File: src/rtl/core/q14e_pkg.sv
`timescale 1ns / 1ps
// ----------------------------------------------------------------------------
// q14e_pkg
// Shared types, constants and helper functions for the Q14 exponential
// series block.
// ----------------------------------------------------------------------------
package q14e_pkg;

    // word and index widths
    localparam int WORD_W     = 32;
    localparam int COEF_COUNT = 7;
    localparam int IDX_W      = 3;

    // default number of series terms
    localparam int SERIES_TERMS_DEF = 7;

    // fixed-point constants
    localparam logic [WORD_W-1:0] ONE_Q14    = 32'h0000_4000;
    localparam logic [WORD_W-1:0] SMALL_BIAS = 32'h0000_3fff;
    localparam logic [WORD_W-1:0] SMALL_SPAN = 32'h0000_7ffe;
    localparam logic [WORD_W-1:0] WORD_MIN   = 32'h8000_0000;
    localparam logic [WORD_W-1:0] WORD_ZERO  = 32'h0000_0000;

    // request to the shared multiplier
    typedef struct packed {
        logic              en;
        logic [WORD_W-1:0] a;
        logic [WORD_W-1:0] b;
    } t_mul_req;

    // series coefficients, Q14 reciprocal factorials
    function automatic logic [WORD_W-1:0] coef(input logic [IDX_W-1:0] idx);
        logic [WORD_W-1:0] c;
        case (idx)
            3'd0:    c = 32'd16384;
            3'd1:    c = 32'd8192;
            3'd2:    c = 32'd2730;
            3'd3:    c = 32'd683;
            3'd4:    c = 32'd136;
            3'd5:    c = 32'd23;
            3'd6:    c = 32'd3;
            default: c = 32'd0;
        endcase
        return c;
    endfunction

    // arithmetic shift right by 14
    function automatic logic [WORD_W-1:0] asr14(input logic [WORD_W-1:0] v);
        return {{14{v[WORD_W-1]}}, v[WORD_W-1:14]};
    endfunction

endpackage

File: src/rtl/core/q14e_arg_if.sv
`timescale 1ns / 1ps
// ----------------------------------------------------------------------------
// q14e_arg_if
// Argument channel: valid/ready handshake carrying one Q14 exponent.
// ----------------------------------------------------------------------------
interface q14e_arg_if;
    logic        valid;
    logic        ready;
    logic [31:0] exponent_q14;

    modport source (output valid, output exponent_q14, input ready);
    modport sink   (input valid, input exponent_q14, output ready);
endinterface

File: src/rtl/core/q14e_res_if.sv
`timescale 1ns / 1ps
// ----------------------------------------------------------------------------
// q14e_res_if
// Result channel: valid/ready handshake carrying one Q14 exponential.
// ----------------------------------------------------------------------------
interface q14e_res_if;
    logic        valid;
    logic        ready;
    logic [31:0] exp_q14;

    modport source (output valid, output exp_q14, input ready);
    modport sink   (input valid, input exp_q14, output ready);
endinterface

File: src/rtl/core/q14e_mul.sv
`timescale 1ns / 1ps
// ----------------------------------------------------------------------------
// q14e_mul
// Shared 32x32 multiplier keeping the low 32 bits of the product in a
// register. Used for both the coefficient and the term products.
// ----------------------------------------------------------------------------
module q14e_mul
    import q14e_pkg::*;
(
    input  logic              i_clk,
    input  t_mul_req          i_req,
    output logic [WORD_W-1:0] o_prod
);

    logic [2*WORD_W-1:0] full_prod;
    logic [WORD_W-1:0]   r_prod;

    // full product, only the wrapped low word is kept
    assign full_prod = {{WORD_W{1'b0}}, i_req.a} * {{WORD_W{1'b0}}, i_req.b};

    // product register
    always_ff @(posedge i_clk) begin
        if (i_req.en) begin
            r_prod <= full_prod[WORD_W-1:0];
        end
    end

    assign o_prod = r_prod;

endmodule

File: src/rtl/core/q14e_seq.sv
`timescale 1ns / 1ps
// ----------------------------------------------------------------------------
// q14e_seq
// Term sequencer: walks the series one term at a time, issuing a
// coefficient product and a next-term product to the shared multiplier,
// accumulating the sum and holding the result in an output register.
// ----------------------------------------------------------------------------
module q14e_seq
    import q14e_pkg::*;
#(
    parameter int SERIES_TERMS = SERIES_TERMS_DEF
) (
    input  logic              i_clk,
    input  logic              i_rst_n,
    input  logic              i_arg_valid,
    output logic              o_arg_ready,
    input  logic [WORD_W-1:0] i_arg_x,
    output logic              o_res_valid,
    input  logic              i_res_ready,
    output logic [WORD_W-1:0] o_res_data,
    output t_mul_req          o_mul_req,
    input  logic [WORD_W-1:0] i_mul_prod
);

    typedef enum logic [2:0] {
        S_IDLE,
        S_COEF,
        S_TERM,
        S_UPD,
        S_DONE
    } t_state;

    t_state            r_state;
    logic [WORD_W-1:0] r_x;
    logic [WORD_W-1:0] r_term;
    logic [WORD_W-1:0] r_sum;
    logic [IDX_W-1:0]  r_idx;
    logic              r_large;
    logic              r_res_valid;
    logic [WORD_W-1:0] r_res_data;

    logic [WORD_W-1:0] op_a;
    logic [WORD_W-1:0] contrib;
    logic [WORD_W-1:0] biased;
    logic              stop;
    logic              last;
    logic              arg_xfer;
    logic              res_free;

    // operand and contribution selection for the two paths
    assign op_a    = r_large ? asr14(r_term) : r_term;
    assign contrib = r_large ? i_mul_prod : asr14(i_mul_prod);
    assign stop    = (contrib == WORD_ZERO) || (contrib == WORD_MIN);
    assign last    = (r_idx == IDX_W'(SERIES_TERMS - 1));

    // path select: |x| above the small range
    assign biased  = i_arg_x + SMALL_BIAS;

    // handshake
    assign o_arg_ready = (r_state == S_IDLE);
    assign arg_xfer    = i_arg_valid && o_arg_ready;
    assign res_free    = !r_res_valid || i_res_ready;

    // multiplier request: coefficient product, then next-term product
    always_comb begin
        o_mul_req.en = (r_state == S_COEF) || (r_state == S_TERM);
        o_mul_req.a  = op_a;
        o_mul_req.b  = (r_state == S_COEF) ? coef(r_idx) : r_x;
    end

    // sequencer state and registered outputs
    always_ff @(posedge i_clk) begin
        if (!i_rst_n) begin
            r_state     <= S_IDLE;
            r_res_valid <= 1'b0;
            r_idx       <= '0;
            r_large     <= 1'b0;
        end else begin
            // result register drained, unless refilled below
            if (r_res_valid && i_res_ready && (r_state != S_DONE)) begin
                r_res_valid <= 1'b0;
            end
            case (r_state)
                S_IDLE: begin
                    if (arg_xfer) begin
                        r_x     <= i_arg_x;
                        r_term  <= i_arg_x;
                        r_sum   <= ONE_Q14;
                        r_idx   <= '0;
                        r_large <= (biased > SMALL_SPAN);
                        r_state <= S_COEF;
                    end
                end
                S_COEF: begin
                    r_state <= S_TERM;
                end
                S_TERM: begin
                    r_sum <= r_sum + contrib;
                    if (stop || last) begin
                        r_state <= S_DONE;
                    end else begin
                        r_state <= S_UPD;
                    end
                end
                S_UPD: begin
                    r_term  <= r_large ? i_mul_prod : asr14(i_mul_prod);
                    r_idx   <= r_idx + 1'b1;
                    r_state <= S_COEF;
                end
                S_DONE: begin
                    if (res_free) begin
                        r_res_valid <= 1'b1;
                        r_res_data  <= r_sum;
                        r_state     <= S_IDLE;
                    end
                end
                default: begin
                    r_state <= S_IDLE;
                end
            endcase
        end
    end

    assign o_res_valid = r_res_valid;
    assign o_res_data  = r_res_data;

endmodule

File: src/rtl/core/q14_exp_series_top.sv
`timescale 1ns / 1ps
// ----------------------------------------------------------------------------
// q14_exp_series_top
// Q14 exponential by a Maclaurin series of up to seven terms, evaluated on
// one shared multiplier under a small term sequencer.
// ----------------------------------------------------------------------------
//  channel   direction  payload                 handshake
//  i_arg     in         exponent_q14 [31:0] s   valid / ready
//  o_res     out        exp_q14      [31:0] s   valid / ready
//
//  An item walks S_COEF, S_TERM and S_UPD once per term summed (1 to
//  SERIES_TERMS, fewer on an early stop), the last term going from S_TERM
//  to S_DONE instead; each term costs two passes through the multiplier. A
//  new argument is taken only in S_IDLE, once the previous one has reached the
//  result register. A finished result waits in the output register, so the next
//  argument may transfer while the previous result is still stalled. Reset is
//  synchronous, active low, and clears the sequencer and the result valid.
// ----------------------------------------------------------------------------
module q14_exp_series_top
    import q14e_pkg::*;
#(
    parameter int SERIES_TERMS = SERIES_TERMS_DEF
) (
    input  logic       i_clk,
    input  logic       i_rst_n,
    q14e_arg_if.sink   i_arg,
    q14e_res_if.source o_res
);

    t_mul_req          mul_req;
    logic [WORD_W-1:0] mul_prod;

    // shared multiplier
    q14e_mul u_mul (
        .i_clk  (i_clk),
        .i_req  (mul_req),
        .o_prod (mul_prod)
    );

    // term sequencer and accumulator
    q14e_seq #(
        .SERIES_TERMS (SERIES_TERMS)
    ) u_seq (
        .i_clk       (i_clk),
        .i_rst_n     (i_rst_n),
        .i_arg_valid (i_arg.valid),
        .o_arg_ready (i_arg.ready),
        .i_arg_x     (i_arg.exponent_q14),
        .o_res_valid (o_res.valid),
        .i_res_ready (o_res.ready),
        .o_res_data  (o_res.exp_q14),
        .o_mul_req   (mul_req),
        .i_mul_prod  (mul_prod)
    );

endmodule
File: src/flat_wrapper.sv
// flat-port wrapper written by rule: the top's interface ports become plain ports
module q14_exp_series_top_flat import q14e_pkg::*;
#(
    parameter int SERIES_TERMS = SERIES_TERMS_DEF
)
  (i_clk, i_rst_n, i_arg_valid, i_arg_exponent_q14, i_arg_ready, o_res_valid, o_res_exp_q14, o_res_ready);
  q14e_arg_if i_arg_i ();
  q14e_res_if o_res_i ();
  input  logic i_clk;
  input  logic i_rst_n;
  input wire logic [$bits(i_arg_i.valid)-1:0] i_arg_valid;
  input wire logic [$bits(i_arg_i.exponent_q14)-1:0] i_arg_exponent_q14;
  output wire logic [$bits(i_arg_i.ready)-1:0] i_arg_ready;
  output wire logic [$bits(o_res_i.valid)-1:0] o_res_valid;
  output wire logic [$bits(o_res_i.exp_q14)-1:0] o_res_exp_q14;
  input wire logic [$bits(o_res_i.ready)-1:0] o_res_ready;
  assign i_arg_i.valid = i_arg_valid;
  assign i_arg_i.exponent_q14 = i_arg_exponent_q14;
  assign i_arg_ready = i_arg_i.ready;
  assign o_res_valid = o_res_i.valid;
  assign o_res_exp_q14 = o_res_i.exp_q14;
  assign o_res_i.ready = o_res_ready;
  q14_exp_series_top #(.SERIES_TERMS(SERIES_TERMS)) u_core (.i_clk(i_clk), .i_rst_n(i_rst_n), .i_arg(i_arg_i), .o_res(o_res_i));
endmodule
File: config.mk
export PLATFORM = sky130hd
export DESIGN_NAME = q14_exp_series_top_flat
export DESIGN_NICKNAME = d
export VERILOG_FILES = /design/src/rtl/core/q14e_pkg.sv /design/src/rtl/core/q14e_arg_if.sv /design/src/rtl/core/q14e_res_if.sv /design/src/rtl/core/q14e_mul.sv /design/src/rtl/core/q14e_seq.sv /design/src/rtl/core/q14_exp_series_top.sv /design/src/flat_wrapper.sv
export SDC_FILE = /design/constraint.sdc
export NUM_CORES = 2
export LEC_CHECK = 0
export BUFFER_PORTS_ARGS = -buffer_cell sky130_fd_sc_hd__buf_2
export CAP_MARGIN = 20
export CORE_MARGIN = 3
export CORE_UTILIZATION = 35
export DETAILED_ROUTE_END_ITERATION = 16
export PLACE_DENSITY = 0.57
export SLEW_MARGIN = 30
export SYNTH_ARGS = -nofsm -noshare
export SYNTH_HDL_FRONTEND = slang
export SYNTH_SLANG_ARGS = --single-unit
File: constraint.sdc
create_clock -name i_clk -period 11 [get_ports i_clk]
set_input_delay 1.1 -clock i_clk [delete_from_list [all_inputs] [get_ports i_clk]]
set_output_delay 1.1 -clock i_clk [all_outputs]
set_load 0.05 [all_outputs]
Yosys cells after proc, flatten, opt, wreduce, memory -nomap -nowiden. Cells that the tools add are included.

Word-level logic and storage cells: 65. Output and inout bits: 34. Bits in registers: 168.

Multiply operators: 1. Equality and inequality tests: 14. Muxes and demuxes: 17. Reductions and logical operators: 20. $add $sub $neg: 3. $lt $le $gt $ge: 1.

Operators with widths (count): one-hot mux 32 bit (2 select lines) (2); one-hot mux 15 bit (7 select lines) (1); two-way mux 32 bit (3); two-way mux 31 bit (2); adder 32 x 14 -> 32 bit, second input constant (1); adder 32 bit (1); == test 32 bit, second input constant (1); greater-than comparator 32 x 15 -> 1 bit, second input constant (1); zero test 32 bit (1); multiplier 32 x 32 -> 32 bit (1); one-hot mux 3 bit (5 select lines) (1); == test 3 x 2 -> 1 bit, second input constant (4); == test 3 bit, second input constant (4); two-way mux 3 bit (4); AND reduction 3 bit (4); == test 3 x 1 -> 1 bit, second input constant (2); zero test 3 bit (2); one-hot mux 3 bit (2 select lines) (1); AND reduction 2 bit (3); logical OR 1 bit (4); nonzero test 2 bit (2); adder 3 x 1 -> 3 bit, second input constant (1); logical AND 1 bit (3); two-way mux 1 bit (3); other kinds (4) (4).

Logic depth before layout (Yosys ltp).
Depth in word-level cells: 6. Gate-level depth with buffers: 33. Mapped depth without buffers: 29.

Hierarchy. Synthesis repeated with hierarchy kept, for this count alone.

Cell total of the unflattened synthesis: 2537. Area, all modules: 24902.6 µm².

Modules (own cells, without submodules): q14e_mul (sequential area each 960.9 µm², area each 16689.8 µm², times used 1, cells each 1730); q14e_seq (sequential area each 4003.8 µm², area each 8212.9 µm², times used 1, cells each 807).

Worst setup path after synthesis. Ideal clock, no wire load.

Kind: reg-to-reg. Start: register u_core.u_seq.r_large. End: register u_core.u_mul.r_prod[30] (netlist: u_core.u_mul.o_prod[30]) (data pin). Stages on the path, launching flop included: 31. Path slack: 2.326 ns. Setup time: 0.258 ns. Buffers on the path: 5. Data arrival time: 8.416 ns. Required time: 10.742 ns. Path through: dfxtp_1 buf_2 buf_2 buf_2 buf_1 buf_1 mux2i_1 nor2_1 fa_1 inv_1 fa_1 fa_1 fa_1 inv_1 fa_1 inv_1 fa_1 inv_1 fa_1 fa_1 ha_1 a21o_1 a21o_1 a21o_1 a21o_1 a211o_1 a21oi_1 a21o_1 o21ai_0 a21oi_1 xnor2_1.

Longest elaborated chain between the ends: 2.

RTL lines: from (decl) (line q14e_seq.sv:38) `logic r_large;`; from (signal assigned) (line q14e_seq.sv:90) `r_large <= (biased > SMALL_SPAN);`; two-way mux 31 bit (line q14e_seq.sv:51) `assign op_a = r_large ? asr14(r_term) : r_term;`; multiplier 32 x 32 -> 32 bit (line q14e_mul.sv:19) `assign full_prod = {{WORD_W{1'b0}}, i_req.a} * {{WORD_W{1'b0}}, i_req.b};`; named net u_core.u_mul.full_prod[30] (line q14e_mul.sv:15) `logic [2*WORD_W-1:0] full_prod;`; to (signal assigned) (line q14e_mul.sv:24) `r_prod <= full_prod[WORD_W-1:0];`; to (decl) (line q14e_mul.sv:16) `logic [WORD_W-1:0] r_prod;`.

The timed path passes the listed nets, and every way through them passes these cells. A chain may end at the register's enable or synchronous reset.

Worst setup path in the final report.
Start: register u_core.u_seq.r_state[0]. End: register u_core.u_mul.r_prod[31] (netlist: u_core.u_mul.o_prod[31]) (data pin).

Longest elaborated chain between the ends: 3.

RTL lines: from (decl) (line q14e_seq.sv:33) `t_state r_state;`; from (signal assigned) (line q14e_seq.sv:74) `r_state <= S_IDLE;`; from (signal assigned) (line q14e_seq.sv:91) `r_state <= S_COEF;`; from (signal assigned) (line q14e_seq.sv:95) `r_state <= S_TERM;`; == test 3 x 1 -> 1 bit (line q14e_seq.sv:68) `o_mul_req.b = (r_state == S_COEF) ? coef(r_idx) : r_x;`; two-way mux 32 bit (line q14e_seq.sv:68); multiplier 32 x 32 -> 32 bit (line q14e_mul.sv:19); named net u_core.u_mul.full_prod[31] (line q14e_mul.sv:15).

The timed path passes the listed nets, and every way through them passes these cells.

==> reports/metrics.cfg <==
[worst_hold_path]
hold_path_class=reg -> reg
min-delay-start=u_core.u_seq.r_sum[9]$_SDFFCE_PP0P_

[clock_network]
cts_resized=0
clock_path_buffers=2
cts_buffers=17
clk_pin_slew_ns=0.07
cts-htree-levels=4
clock-sinks=168
clock_latency_ns=0.46
cts_tree=done
cts-root-buf=clkbuf_16
cts_hold_buf=0
post_cts_buffers=0

[finish]
fill_cells=6783
final_nets=3152
syn_to_final_growth_pct=8.526
drive_above_1_share_pct=8.597

[placed_design]
port_buffers=69
dp_hpwl_um=62980
place_congestion=0.9716

[logic_synthesis]
synth_area_leaders=fa_1 (34%), edfxtp_1 (20%), ha_1 (8.3%)
synth.distinct_cells=74
synth_async_sr_flop_share_pct=0
yosysSeqAreaShare_pct=20.55
netlist_area_um2=24160
synth_seq_cells=168
synth_edf_count=160
ys_warn_count=0
synthFlopType=edfxtp_1
avgSynthCellArea_um2=9.635
synth_top_area_cell=fa_1
synth_nets=3113
syn_inst=2507
synth_top_area_share_pct=33.90

[floorplanning]
dieArea_um2=72210
ios=70
core_area_um2=67750
rows=95
die_y_um=268.7
fp.dieW_um=268.7
initial_core_util_pct=35.65

[drt]
wl_um=79420
post_drt_via_cell_ratio=5.366
post-route-drc-count=0
ant_nets=0
dr_total_vias=18439
dr.pass1.iters=6
dr.first_iter.drc_count=1679
wl_per_cell_um=23.11

[sta]
worst_slew_pin_slew_ns=1.009
clock.fmax_ghz=0.1106
hold_viol=0
fin_crit_sh_pct=82.16
fin_crit_ns=9.038
drv_slew=0
slew-limit-headroom_pct=32.70
tns_ns=0
rsz0062_at_grt=no
fin_skew_ns=0.02034
setup_viol=0

[global_route]
grt_pass1_wl_um=119800
overflow=0
track_usage_pct=22.47
use_met2_pct=35.42
grtUsageMet3_pct=3.960
antenna_found_initial=1
grt_start_max_net_pins=58
top_usage_layer=met2
grt_pass1_vias=19271
use_met1_pct=30.91

[critical_path]
arrival_ns=9.21
worstPathRequired_ns=11.17
startpoint=u_core.u_seq.r_state[0]$_SDFFE_PN0P_
r2r_start=u_core.u_seq.r_state[0]$_SDFFE_PN0P_
worst_setup_path_end_kind=flop
critPathKind=reg -> reg
start_kind=flop
worstPathMaxFanout=31

[outcome]
outcome=completed

[run]
maxCapViolCount=0

## path summary, 6_finish.rpt
kind | to | slack [ns] | depth (start not counted)
worst max-delay path | u_core.u_mul.o_prod[31]$_DFFE_PP_ | 1.96 | 25
worst max register to register | u_core.u_mul.o_prod[31]$_DFFE_PP_ | 1.96 | 25
worst min-delay path | u_core.u_seq.o_res_data[9]$_DFFE_PP_ | 0.47 | 0
worst min register to register | u_core.u_seq.o_res_data[9]$_DFFE_PP_ | 0.47 | 0
## cells by family after synthesis
kind of cell    synth area share, %
simple gates                  14.55
fa+ha+maj                     42.24
buf+inv                       8.029
compound gates                7.588
flops                         20.55
xor+xnor                      4.066
mux                           2.978
## per-stage QoR
step           utilization [%]  worst slack, ns  std cells  cell area (µm²)  hold slack, ns
3_5_place_dp             37.81            2.025       3399            25620          0.4500
3_3_place_gp             37.78            2.119       3398            25600          0.4580
2_1_floorplan                -            2.326       2507            24160          0.4334
4_1_cts                  38.64            1.976       3431            26180          0.4736
5_1_grt                  38.68            1.549       3432            26210          0.4832
6_report                 38.69            1.962       3436            26220          0.4688
## flip-flops by register name, indices dropped and copies added (netlist names)
signal,cells
u_core.u_seq.r_large,1
u_core.u_mul.o_prod,32
u_core.u_seq.r_sum,32
u_core.u_seq.r_term,32
u_core.u_seq.o_res_valid,1
u_core.u_seq.o_res_data,32
u_core.u_seq.r_state,3
u_core.u_seq.r_idx,3
u_core.u_seq.r_x,32
## worst max-delay path, cell delays in order, from the launching register on
cell,delay (ns)
dfxtp_1,0.49
or3b_4,0.64
a21oi_2,0.77
buf_4,0.38
nor2_1,0.11
fa_1,0.46
fa_1,0.50
fa_1,0.44
inv_1,0.08
fa_1,0.42
inv_1,0.09
fa_1,0.42
ha_1,0.30
fa_1,0.52
fa_1,0.44
ha_1,0.38
and2_1,0.22
o21a_1,0.18
nor3_1,0.28
nand2_1,0.09
a21o_1,0.20
nand2_1,0.13
o21ai_0,0.18
nor3_1,0.39
o21ai_0,0.38
xnor2_1,0.24
## placed cells by master, fill, tap and decap left out, types with 29 or more instances in the layout
master,netlist,layout
a21o_1,55,55
a21oi_1,84,82
and2_1,29,29
buf_2,7,69
buf_4,1,41
edfxtp_1,160,160
fa_1,409,409
ha_1,161,161
inv_1,411,411
mux2_2,30,30
nand2_1,229,228
nand3_1,52,52
nor2_1,376,375
o21ai_0,41,40
xnor2_1,85,85
## layer usage
layer | vias up | share of wire (%)
li1 | 8055 | -
met1 | 9371 | 42
met2 | 855 | 45
met3 | 158 | 8.1
met4 | 0 | 4.1
met5 | - | 0
## Yosys cell counts, drive strengths merged (2+ instances only)
library cell / number
edfxtp: 160
a211oi: 10
ha: 161
nand3: 52
inv: 411
xor2: 19
a21oi: 89
nor4: 8
or3: 2
a31oi: 9
a21boi: 4
nand2: 232
nor2b: 16
mux2i: 37
clkbuf: 69
o22ai: 7
a311o: 2
nor2: 376
a21o: 55
o2111ai: 4
and3: 10
dfxtp: 8
a32oi: 2
a311oi: 2
a211o: 3
a2111oi: 2
xnor2: 88
o31ai: 6
or2: 9
buf: 23
and2: 31
nand4: 11
mux2: 31
nand2b: 21
o21ai: 45
nor3: 29
a2111o: 3
fa: 409
nor3b: 8
o21bai: 10
o21a: 15
## layout make-up
class | instances | area [µm²] | area share [%]
multi-input combinational | 1836 | 17360 | 66.21
sequential | 168 | 4969 | 18.95
inverter | 411 | 1543 | 5.885
tap | 873 | 1092 | 4.167
timing repair buffer | 112 | 683.2 | 2.606
clock buffer | 20 | 456.7 | 1.742
clock inverter | 12 | 103.9 | 0.3961
antenna | 4 | 10.01 | 0.03818
Power is not shown: default switching activity piles up to over one toggle a cycle in this logic, so the estimate is an artifact.
